**config.mk**
```make
export PLATFORM = sky130hd
export DESIGN_NAME = sample_report_line_formatter
export DESIGN_NICKNAME = d
export VERILOG_FILES = /design/src/rtl/core/srlf_pkg.sv /design/src/rtl/core/srlf_front.sv /design/src/rtl/core/srlf_queue.sv /design/src/rtl/core/srlf_back.sv /design/src/rtl/core/sample_report_line_formatter.sv
export SDC_FILE = /design/constraint.sdc
export NUM_CORES = 1
export LEC_CHECK = 0
export BUFFER_PORTS_ARGS = -buffer_cell sky130_fd_sc_hd__buf_2
export CORE_MARGIN = 10
export CORE_UTILIZATION = 35
export DETAILED_ROUTE_END_ITERATION = 8
export GPL_TIMING_DRIVEN = 0
export PLACE_DENSITY = 0.63
export SYNTH_ARGS = -nofsm -noshare
export SYNTH_HDL_FRONTEND = slang
export SYNTH_SLANG_ARGS = --single-unit
export TNS_END_PERCENT = 50
```
**constraint.sdc**
```tcl
create_clock -name clk -period 4.4 [get_ports clk]
set_input_delay 0 -clock clk [delete_from_list [all_inputs] [get_ports clk]]
set_output_delay 0 -clock clk [all_outputs]
set_load 0.02 [all_outputs]
```
**src/rtl/core/srlf_pkg.sv**
```systemverilog
// ----------------------------------------------------------------------------
// srlf_pkg
// Shared types, character codes and the byte-to-BCD conversion of the
// sample report line formatter.
// ----------------------------------------------------------------------------
`default_nettype none

package srlf_pkg;

	localparam logic [7:0] CH_CR   = 8'h0D;
	localparam logic [7:0] CH_LF   = 8'h0A;
	localparam logic [7:0] CH_TAB  = 8'h09;
	localparam logic [7:0] CH_ZERO = 8'h30;

	localparam int NUM_SAMPLES = 6;
	localparam int CNT_DIGITS  = 5;
	localparam int SMP_DIGITS  = 3;
	localparam int LINE_LEN    = 32;
	localparam int QUEUE_DEPTH = 2;

	typedef logic [3:0] digit_t;

	// One decoded report: counter digits and sample digits, most significant
	// digit at the highest index. Sample one sits at index zero.
	typedef struct packed {
		digit_t [CNT_DIGITS-1:0]                   cnt;
		digit_t [NUM_SAMPLES-1:0][SMP_DIGITS-1:0]  smp;
	} report_t;

	// Shift-and-add-three conversion of one byte into three BCD digits.
	function automatic logic [11:0] bin8_to_bcd(input logic [7:0] v);
		logic [11:0] b;
		b = '0;
		for (int i = 7; i >= 0; i--) begin
			for (int d = 0; d < 3; d++) begin
				if (b[d*4 +: 4] >= 4'd5)
					b[d*4 +: 4] = b[d*4 +: 4] + 4'd3;
			end
			b = {b[10:0], v[i]};
		end
		return b;
	endfunction

endpackage

`default_nettype wire

```
**src/rtl/core/srlf_front.sv**
```systemverilog
// ----------------------------------------------------------------------------
// srlf_front
// Accepts report ticks, advances the tick counter in binary and in BCD, and
// converts the six samples to decimal digits for the line queue.
// ----------------------------------------------------------------------------
`default_nettype none

module srlf_front (
	input  wire logic              clk,
	input  wire logic              arst_n,
	input  wire logic              in_valid,
	output logic                   in_ready,
	input  wire logic [7:0]        sample_1,
	input  wire logic [7:0]        sample_2,
	input  wire logic [7:0]        sample_3,
	input  wire logic [7:0]        sample_4,
	input  wire logic [7:0]        sample_5,
	input  wire logic [7:0]        sample_6,
	input  wire logic              q_full,
	output logic                   q_push,
	output srlf_pkg::report_t      q_data
);

	logic [15:0]                                      tick_q;
	srlf_pkg::digit_t [srlf_pkg::CNT_DIGITS-1:0]      bcd_q;
	srlf_pkg::digit_t [srlf_pkg::CNT_DIGITS-1:0]      bcd_next;
	logic                                             carry;
	logic [srlf_pkg::NUM_SAMPLES-1:0][7:0]            smp;

	assign in_ready = !q_full;
	assign q_push   = in_valid && in_ready;
	assign smp      = {sample_6, sample_5, sample_4, sample_3, sample_2, sample_1};

	// Decimal increment of the counter copy; the binary counter decides the wrap.
	always_comb begin
		carry    = 1'b1;
		bcd_next = bcd_q;
		for (int d = 0; d < srlf_pkg::CNT_DIGITS; d++) begin
			if (carry) begin
				if (bcd_q[d] == 4'd9) begin
					bcd_next[d] = 4'd0;
				end else begin
					bcd_next[d] = bcd_q[d] + 4'd1;
					carry       = 1'b0;
				end
			end
		end
		if (tick_q == 16'hFFFF)
			bcd_next = '0;
	end

	always_comb begin
		q_data.cnt = bcd_next;
		for (int s = 0; s < srlf_pkg::NUM_SAMPLES; s++)
			q_data.smp[s] = srlf_pkg::bin8_to_bcd(smp[s]);
	end

	always_ff @(posedge clk or negedge arst_n) begin
		if (!arst_n) begin
			tick_q <= '0;
			bcd_q  <= '0;
		end else if (q_push) begin
			tick_q <= tick_q + 16'd1;
			bcd_q  <= bcd_next;
		end
	end

endmodule

`default_nettype wire

```
**src/rtl/core/srlf_queue.sv**
```systemverilog
// ----------------------------------------------------------------------------
// srlf_queue
// Short register queue of decoded reports between the front and the back.
// ----------------------------------------------------------------------------
`default_nettype none

module srlf_queue #(
	parameter int DEPTH = srlf_pkg::QUEUE_DEPTH
) (
	input  wire logic               clk,
	input  wire logic               arst_n,
	input  wire logic               push,
	input  wire srlf_pkg::report_t  push_data,
	input  wire logic               pop,
	output logic                    full,
	output logic                    empty,
	output srlf_pkg::report_t       head
);

	localparam int PW = (DEPTH > 1) ? $clog2(DEPTH) : 1;
	localparam int CW = $clog2(DEPTH + 1);

	srlf_pkg::report_t  mem_q [DEPTH];
	logic [PW-1:0]      wr_ptr_q;
	logic [PW-1:0]      rd_ptr_q;
	logic [CW-1:0]      count_q;

	assign full  = (count_q == CW'(DEPTH));
	assign empty = (count_q == '0);
	assign head  = mem_q[rd_ptr_q];

	always_ff @(posedge clk) begin
		if (push)
			mem_q[wr_ptr_q] <= push_data;
	end

	always_ff @(posedge clk or negedge arst_n) begin
		if (!arst_n) begin
			wr_ptr_q <= '0;
			rd_ptr_q <= '0;
			count_q  <= '0;
		end else begin
			if (push)
				wr_ptr_q <= (wr_ptr_q == PW'(DEPTH - 1)) ? '0 : wr_ptr_q + PW'(1);
			if (pop)
				rd_ptr_q <= (rd_ptr_q == PW'(DEPTH - 1)) ? '0 : rd_ptr_q + PW'(1);
			if (push && !pop)
				count_q <= count_q + CW'(1);
			else if (pop && !push)
				count_q <= count_q - CW'(1);
		end
	end

endmodule

`default_nettype wire

```
**src/rtl/core/srlf_back.sv**
```systemverilog
// ----------------------------------------------------------------------------
// srlf_back
// Walks the 32 character positions of the head report and sends one
// character per beat through the output register.
// ----------------------------------------------------------------------------
`default_nettype none

module srlf_back (
	input  wire logic               clk,
	input  wire logic               arst_n,
	input  wire logic               q_empty,
	input  wire srlf_pkg::report_t  q_head,
	output logic                    q_pop,
	output logic                    out_valid,
	input  wire logic               out_ready,
	output logic [7:0]              out_char,
	output logic                    line_end
);

	localparam logic [4:0] LAST_POS = 5'(srlf_pkg::LINE_LEN - 1);

	logic [4:0]        pos_q;
	logic              out_valid_q;
	logic [7:0]        out_char_q;
	logic              line_end_q;
	logic              fire;
	logic [7:0]        chr;
	logic [4:0]        cnt_off;
	logic [4:0]        smp_off;
	logic [2:0]        smp_sel;
	logic [1:0]        dig_sel;

	assign fire  = !q_empty && (!out_valid_q || out_ready);
	assign q_pop = fire && (pos_q == LAST_POS);

	assign out_valid = out_valid_q;
	assign out_char  = out_char_q;
	assign line_end  = line_end_q;

	// Line layout: CR, LF, five counter digits, TAB, then six groups of three
	// digits and a TAB each.
	always_comb begin
		cnt_off = 5'd6 - pos_q;
		smp_off = pos_q - 5'd8;
		smp_sel = smp_off[4:2];
		dig_sel = smp_off[1:0];
		if (pos_q == 5'd0)
			chr = srlf_pkg::CH_CR;
		else if (pos_q == 5'd1)
			chr = srlf_pkg::CH_LF;
		else if (pos_q <= 5'd6)
			chr = srlf_pkg::CH_ZERO + {4'h0, q_head.cnt[cnt_off[2:0]]};
		else if (pos_q == 5'd7 || dig_sel == 2'd3)
			chr = srlf_pkg::CH_TAB;
		else
			chr = srlf_pkg::CH_ZERO + {4'h0, q_head.smp[smp_sel][2'd2 - dig_sel]};
	end

	always_ff @(posedge clk) begin
		if (fire) begin
			out_char_q <= chr;
			line_end_q <= (pos_q == LAST_POS);
		end
	end

	always_ff @(posedge clk or negedge arst_n) begin
		if (!arst_n) begin
			pos_q       <= '0;
			out_valid_q <= 1'b0;
		end else begin
			if (fire) begin
				pos_q       <= pos_q + 5'd1;
				out_valid_q <= 1'b1;
			end else if (out_ready) begin
				out_valid_q <= 1'b0;
			end
		end
	end

endmodule

`default_nettype wire

```
**src/rtl/core/sample_report_line_formatter.sv**
```systemverilog
// ----------------------------------------------------------------------------
// sample_report_line_formatter
// Turns one report tick of six byte samples into a 32-character ASCII line.
// ----------------------------------------------------------------------------
// Input channel (in_valid/in_ready): one beat carries sample_1..sample_6.
// Each accepted beat bumps a 16-bit tick counter (wrapping to zero) and
// queues one line: CR, LF, the counter as five digits, TAB, then each
// sample as three digits followed by TAB.
// Output channel (out_valid/out_ready): one character per beat; line_end
// marks the final TAB of each line.
// When the back end is free, the first character of a line passes the
// queue and then the output register before it is valid.
// Throughput: one character per cycle while out_ready stays high; the
// character emitter is the limit. The input side takes a new report while
// fewer than QDEPTH lines, the one being sent included, are queued, so up
// to QDEPTH input beats can arrive back to back.
// A stalled receiver holds the current character; the emitter and then the
// input side stop in turn, and nothing is lost.
// Reset clears the counter, the queue and the output valid.
// ----------------------------------------------------------------------------
`default_nettype none

module sample_report_line_formatter #(
	parameter int QDEPTH = srlf_pkg::QUEUE_DEPTH
) (
	input  wire logic        clk,
	input  wire logic        arst_n,
	input  wire logic        in_valid,
	output logic             in_ready,
	input  wire logic [7:0]  sample_1,
	input  wire logic [7:0]  sample_2,
	input  wire logic [7:0]  sample_3,
	input  wire logic [7:0]  sample_4,
	input  wire logic [7:0]  sample_5,
	input  wire logic [7:0]  sample_6,
	output logic             out_valid,
	input  wire logic        out_ready,
	output logic [7:0]       out_char,
	output logic             line_end
);

	logic               q_full;
	logic               q_empty;
	logic               q_push;
	logic               q_pop;
	srlf_pkg::report_t  q_wdata;
	srlf_pkg::report_t  q_head;

	srlf_front u_front (
		.clk      (clk),
		.arst_n   (arst_n),
		.in_valid (in_valid),
		.in_ready (in_ready),
		.sample_1 (sample_1),
		.sample_2 (sample_2),
		.sample_3 (sample_3),
		.sample_4 (sample_4),
		.sample_5 (sample_5),
		.sample_6 (sample_6),
		.q_full   (q_full),
		.q_push   (q_push),
		.q_data   (q_wdata)
	);

	srlf_queue #(
		.DEPTH (QDEPTH)
	) u_queue (
		.clk       (clk),
		.arst_n    (arst_n),
		.push      (q_push),
		.push_data (q_wdata),
		.pop       (q_pop),
		.full      (q_full),
		.empty     (q_empty),
		.head      (q_head)
	);

	srlf_back u_back (
		.clk       (clk),
		.arst_n    (arst_n),
		.q_empty   (q_empty),
		.q_head    (q_head),
		.q_pop     (q_pop),
		.out_valid (out_valid),
		.out_ready (out_ready),
		.out_char  (out_char),
		.line_end  (line_end)
	);

endmodule

`default_nettype wire

```
---- Yosys cells after proc, flatten, opt, wreduce, memory -nomap -nowiden ----
Memory sizes are Yosys's and may differ from the RTL's.
Cells that the tools add are included.
cells by class
  eq/ne operators ......................... 11
  reductions and logical operators ........ 17
  $add $sub $neg .......................... 58
  magnitude comparators ................... 46
  muxes and demuxes ....................... 76
operators by type and width
  operator                                                                      count
  4-bit 2-to-1 mux                                                              53
  4-bit by 2-bit adder with 4-bit output, second input constant                 30
  4-bit by 3-bit >= comparator with 1-bit output, second input constant         30
  3-bit by 2-bit adder with 4-bit output, second input constant                 12
  12-bit binary-select mux with 3-bit select                                    1
  3-bit >= comparator, second input constant                                    12
  4-bit by 1-bit adder with 4-bit output, second input constant                 5
  4-bit == test, second input constant                                          5
  20-bit 2-to-1 mux                                                             1
  16-bit by 1-bit adder with 16-bit output, second input constant               1
  16-bit == test, second input constant                                         1
  8-bit 2-to-1 mux                                                              2
  6-bit by 4-bit adder with 7-bit output, first input constant                  2
  1-bit 2-to-1 mux                                                              13
  4-bit binary-select mux with 3-bit select                                     1
  12-bit 2-to-1 mux                                                             1
  4-bit binary-select mux with 2-bit select                                     1
  3-bit by 4-bit less-than comparator with 1-bit output, second input constant  2
  5-bit by 1-bit adder with 5-bit output, second input constant                 1
  5-bit by 1-bit == test with 1-bit output, second input constant               1
  5-bit by 3-bit == test with 1-bit output, second input constant               1
  5-bit == test, second input constant                                          1
  5-bit by 3-bit <= comparator with 1-bit output, second input constant         1
  1-bit logical AND                                                             5
  other kinds (16)                                                              25
word-level totals
  memories kept ........................... 1
  word-level logic and storage cells ...... 223
  RAM bits ................................ 160
  input bits .............................. 52
  output and inout port bits .............. 11
  register bits after elaboration ......... 55
memories
  name           words  bits a word  read ports  clocked after memory_dff  write ports  RTL line          source
  u_queue.mem_q  2      80           1           0                         1            srlf_queue.sv:23  srlf_pkg::report_t mem_q [DEPTH];

---- Longest topological paths before layout ----
  depth after elaboration ................. 10
  mapped depth ............................ 20
  mapped depth without buffers ............ 20

---- By module ----
A second synthesis with hierarchy kept.
unflattened totals
  cells, all modules ...................... 1340
  area total of the unflattened synthesis .. 15010.6 um^2
by module, submodules not included
  module      cells an instance  seq. area each (um^2)  area an instance (um^2)  times used
  srlf_queue  302                5625.4                 7106.8                   1
  srlf_front  877                900.9                  6393.6                   1
  srlf_back   161                330.3                  1510.2                   1

---- Least setup slack after synthesis ----
No wires, ideal clock.
  kind .................................... reg-to-reg
  start ................................... reg u_queue.count_q[0]
  end ..................................... mem u_queue.mem_q[0][0] (netlist bit) (enable)
  period minus slack after synthesis ...... 5.032 ns
  library setup time ...................... 0.519 ns
  cell stages (with the launch flop) ...... 6
  required time ........................... 3.881 ns
  arrival time ............................ 4.512 ns
  setup slack ............................. -0.632 ns
  path buffers ............................ 2
  cells stage by stage .................... dfrtp_1 > nand2b_1 > nand2_1 > clkbuf_1 > clkbuf_1 > nor2_1
on the way
  word-level cells in the longest chain between the ends .. 5
ends and longest elaborated chain
  element                                 RTL line                            source
  from (decl)                             srlf_queue.sv:26                    logic [CW-1:0] count_q;
  from (signal assigned)                  srlf_queue.sv:48                    count_q <= count_q + CW'(1);
  from (signal assigned)                  srlf_queue.sv:50                    count_q <= count_q - CW'(1);
  2-bit == test                           srlf_queue.sv:28                    assign full = (count_q == CW'(DEPTH));
  1-bit zero test                         srlf_front.sv:30                    assign in_ready = !q_full;
  named net in_ready                      sample_report_line_formatter.sv:29  output logic in_ready,
  1-bit logical AND                       srlf_front.sv:31                    assign q_push = in_valid && in_ready;
  1-bit 2-to-1 mux                        srlf_queue.sv:33                    if (push)
  1-bit 2-to-1 mux (implied by the code)  srlf_queue.sv:34                    mem_q[wr_ptr_q] <= push_data;
  to (decl)                               srlf_queue.sv:23
The timed path passes the listed nets, and every way through them passes these cells.

==> results.tsv <==
metric	value	unit
via_count	11268	
coreArea	40800	um^2
crit_type	primary input to register	
dieArea	49900	um^2
postRouteAntennaNets	0	
p_leak	0.00597	uW
grt_first_pass_wirelength	55000	um
clkSinkCount	212	
nets	1592	
port_buffers	53	
fmax	252	MHz
cts_max_level	1	
wire_per_inst	16.2	um
ios	63	
relSlewSlack	0.223	
grt_pass1_vias	10911	
worstReg2RegStart	u_front.bcd_q[1]	
synth_area_leader_cell	edfxtp_1	
initialDrtViolationCount	760	
clk_pin_slew	60	ps
place_area	15500	um^2
ys_seq_area_frac	0.424	
final.min_clock_period	3970	ps
status	finished clean	
fillerInstances	3914	
synth_edf_count	166	
start_util	0.355	
worstPathMaxFanout	8	
dr.pass1.iters	5	
dp_cells	1986	
yosysTopAreaCellShare	0.344	
root_buffer	clkbuf_16	
fin_ws	427	ps
synth_area_leaders	edfxtp_1 34%, dfrtp_1 7.9%, mux4_2 5.8%	
hold_class	primary input to register	
grt_use_total	0.128	
drt_wl_total	33000	um
overflow	0	
hp-start	sample_4[1]	
netlist_area	14500	um^2
rsz0062_at_grt	false	
synthDistinctLibCells	96	
fin_worst_skew	12.3	ps
post-cts-setup-buffers	0	
async_flop_share	0.217	
power_density	519	nW/um^2
drive_gt1_frac	0.147	
layout_commonest_cell	edfxtp_1	
grt_max_degree	50	
setup_violations	0	
worstMarginPinSlew	1170	ps
die-height	223	um
max_cap_violations	0	
syn_area_per_cell	10.4	um^2
remaining_drc_errors	0	
cts_tree	done	
insertion_delay	520	ps
antenna_found_initial	1	
instances_no_fill	2038	
synth_flop_cell	edfxtp_1	
worst_setup_path_start_kind	primary input	
pre_cts_slack	-549	ps
place_hpwl	24400	um
whs	23.9	ps
final_cell_mix	166 x edfxtp_1, 114 x nand2_1, 96 x nor2_1	
cts.path.max_buffers	3	
syn2layout_area_growth	13.1	%
peakVddDrop	0.287	mV
endpoint_kind	register	
postLayoutCellArea	16400	um^2
via_per_inst	5.53	
finalCritPeriodShare	0.903	
startpoint	sample_4[6]	
timing_hold_violations_final	0	
worstPathArrival	4230	ps
ys_ff_latch	212	
syn_inst	1397	
report.final.slew_viol_count	0	
die_width	223	um
cts_buffers	23	
rows	74	
crit_required	4660	ps
synth_warnings	0	
post-route-util	0.401	
place.gp.congestion	0.871	
[routing by layer]
metal  wire length [um]  global-route usage  up-vias
met4                388              0.0233        0
met3               1470              0.0175       31
met2              15100               0.206      234
met5                  0                   0        -
met1              16000               0.180     5420
li1                   -                   -     5583
[per-stage QoR]
stage | power (uW) | setup TNS (ps)
4_1_cts | 8530 | 0
3_5_place_dp | 6740 | -10660
5_1_grt | 9090 | 0
6_report | 8500 | 0
2_1_floorplan | 5760 | 0
3_3_place_gp | 6630 | -58810
[cells in the mapped netlist (7+ instances only)]
cell / number
edfxtp_1: 166
a22oi_1: 9
dfrtp_1: 46
buf_2: 9
nand3b_1: 8
xnor2_1: 56
ha_1: 52
a221oi_1: 13
nor2_1: 98
mux2_2: 25
a21boi_0: 7
a22o_1: 8
mux4_2: 37
mux2i_1: 27
nand2b_1: 30
nor3_1: 28
inv_1: 60
o21ai_0: 85
nor2b_1: 19
a211oi_1: 27
a21oi_1: 76
nand2_1: 114
a32oi_1: 10
clkbuf_1: 41
o22ai_1: 11
o211ai_1: 15
o31ai_1: 18
nand4_1: 12
xor2_1: 12
a31oi_1: 20
o2bb2ai_1: 10
a21o_1: 8
nand3_1: 40
and3_1: 14
and2_1: 17
[registers in the layout (all words and copies together) (netlist names)]
| register | flops |
|---|---|
| u_queue.count_q | 2 |
| u_back.out_valid | 1 |
| u_queue.wr_ptr_q | 1 |
| u_queue.mem_q | 160 |
| u_front.bcd_q | 20 |
| u_back.pos_q | 5 |
| u_back.line_end | 1 |
| u_back.out_char | 5 |
| u_queue.rd_ptr_q | 1 |
| u_front.tick_q | 16 |
[worst paths after layout]
check	cells after the start	slack [ps]	to
worst max-delay path	18	430	u_queue.mem_q[0][37]
worst min-delay path	3	20	u_queue.mem_q[1][32]
worst max register to register	10	1060	u_queue.mem_q[1][77]
worst min register to register	1	470	u_front.tick_q[7]
max in group asynchronous	2	3520	u_front.bcd_q[14]
min in group asynchronous	2	230	u_front.tick_q[7]
[kinds of logic after synthesis]
logic type               Yosys count  synth area share
AND/OR/NAND/NOR                  434             0.155
adder cells (fa/ha/maj)           54            0.0463
flip-flops                       212             0.424
AO/OA/AOI/OAI                    404             0.195
XOR/XNOR                          68            0.0411
multiplexers                      95             0.101
buffers and inverters            129            0.0368
other                              1          0.000259
[cell type report]
class	count	area (um^2)	area share
clock buffer	29	608	0.0371
multi-input combinational	1057	7910	0.483
inverter	66	248	0.0151
clock inverter	13	85.1	0.00519
timing repair buffer	67	443	0.0270
buffer	61	278	0.0170
tap	532	666	0.0406
sequential	212	6140	0.375
antenna	1	2.50	0.000153
[worst max-delay path: stages]
cell	delay [ps]
buf_2	130
inv_1	100
ha_1	250
o21ai_1	130
xnor2_2	270
ha_1	290
nand2b_1	120
a32oi_4	290
xnor2_1	210
inv_1	140
ha_1	290
nor2b_1	170
or3_1	350
a311oi_1	430
nor4_4	130
xnor2_1	440
o2111ai_1	230
a22o_1	260
[power by group]
part	switching (uW)	internal (uW)	total [uW]	leakage (uW)
clock network	766	990	1760	0.000345
logic	2180	1430	3610	0.00346
registers	209	2930	3140	0.00216
total	3160	5350	8500	0.00597
[timing repair]
item                                    4_1_cts  5_1_grt
endpoints found under the setup margin        6       36
gates cloned                                  0        0
hold buffers                                 11        0
endpoints found under the hold margin        72        0
gates resized for setup                       2       17
Power figures use the tool's default switching activity.
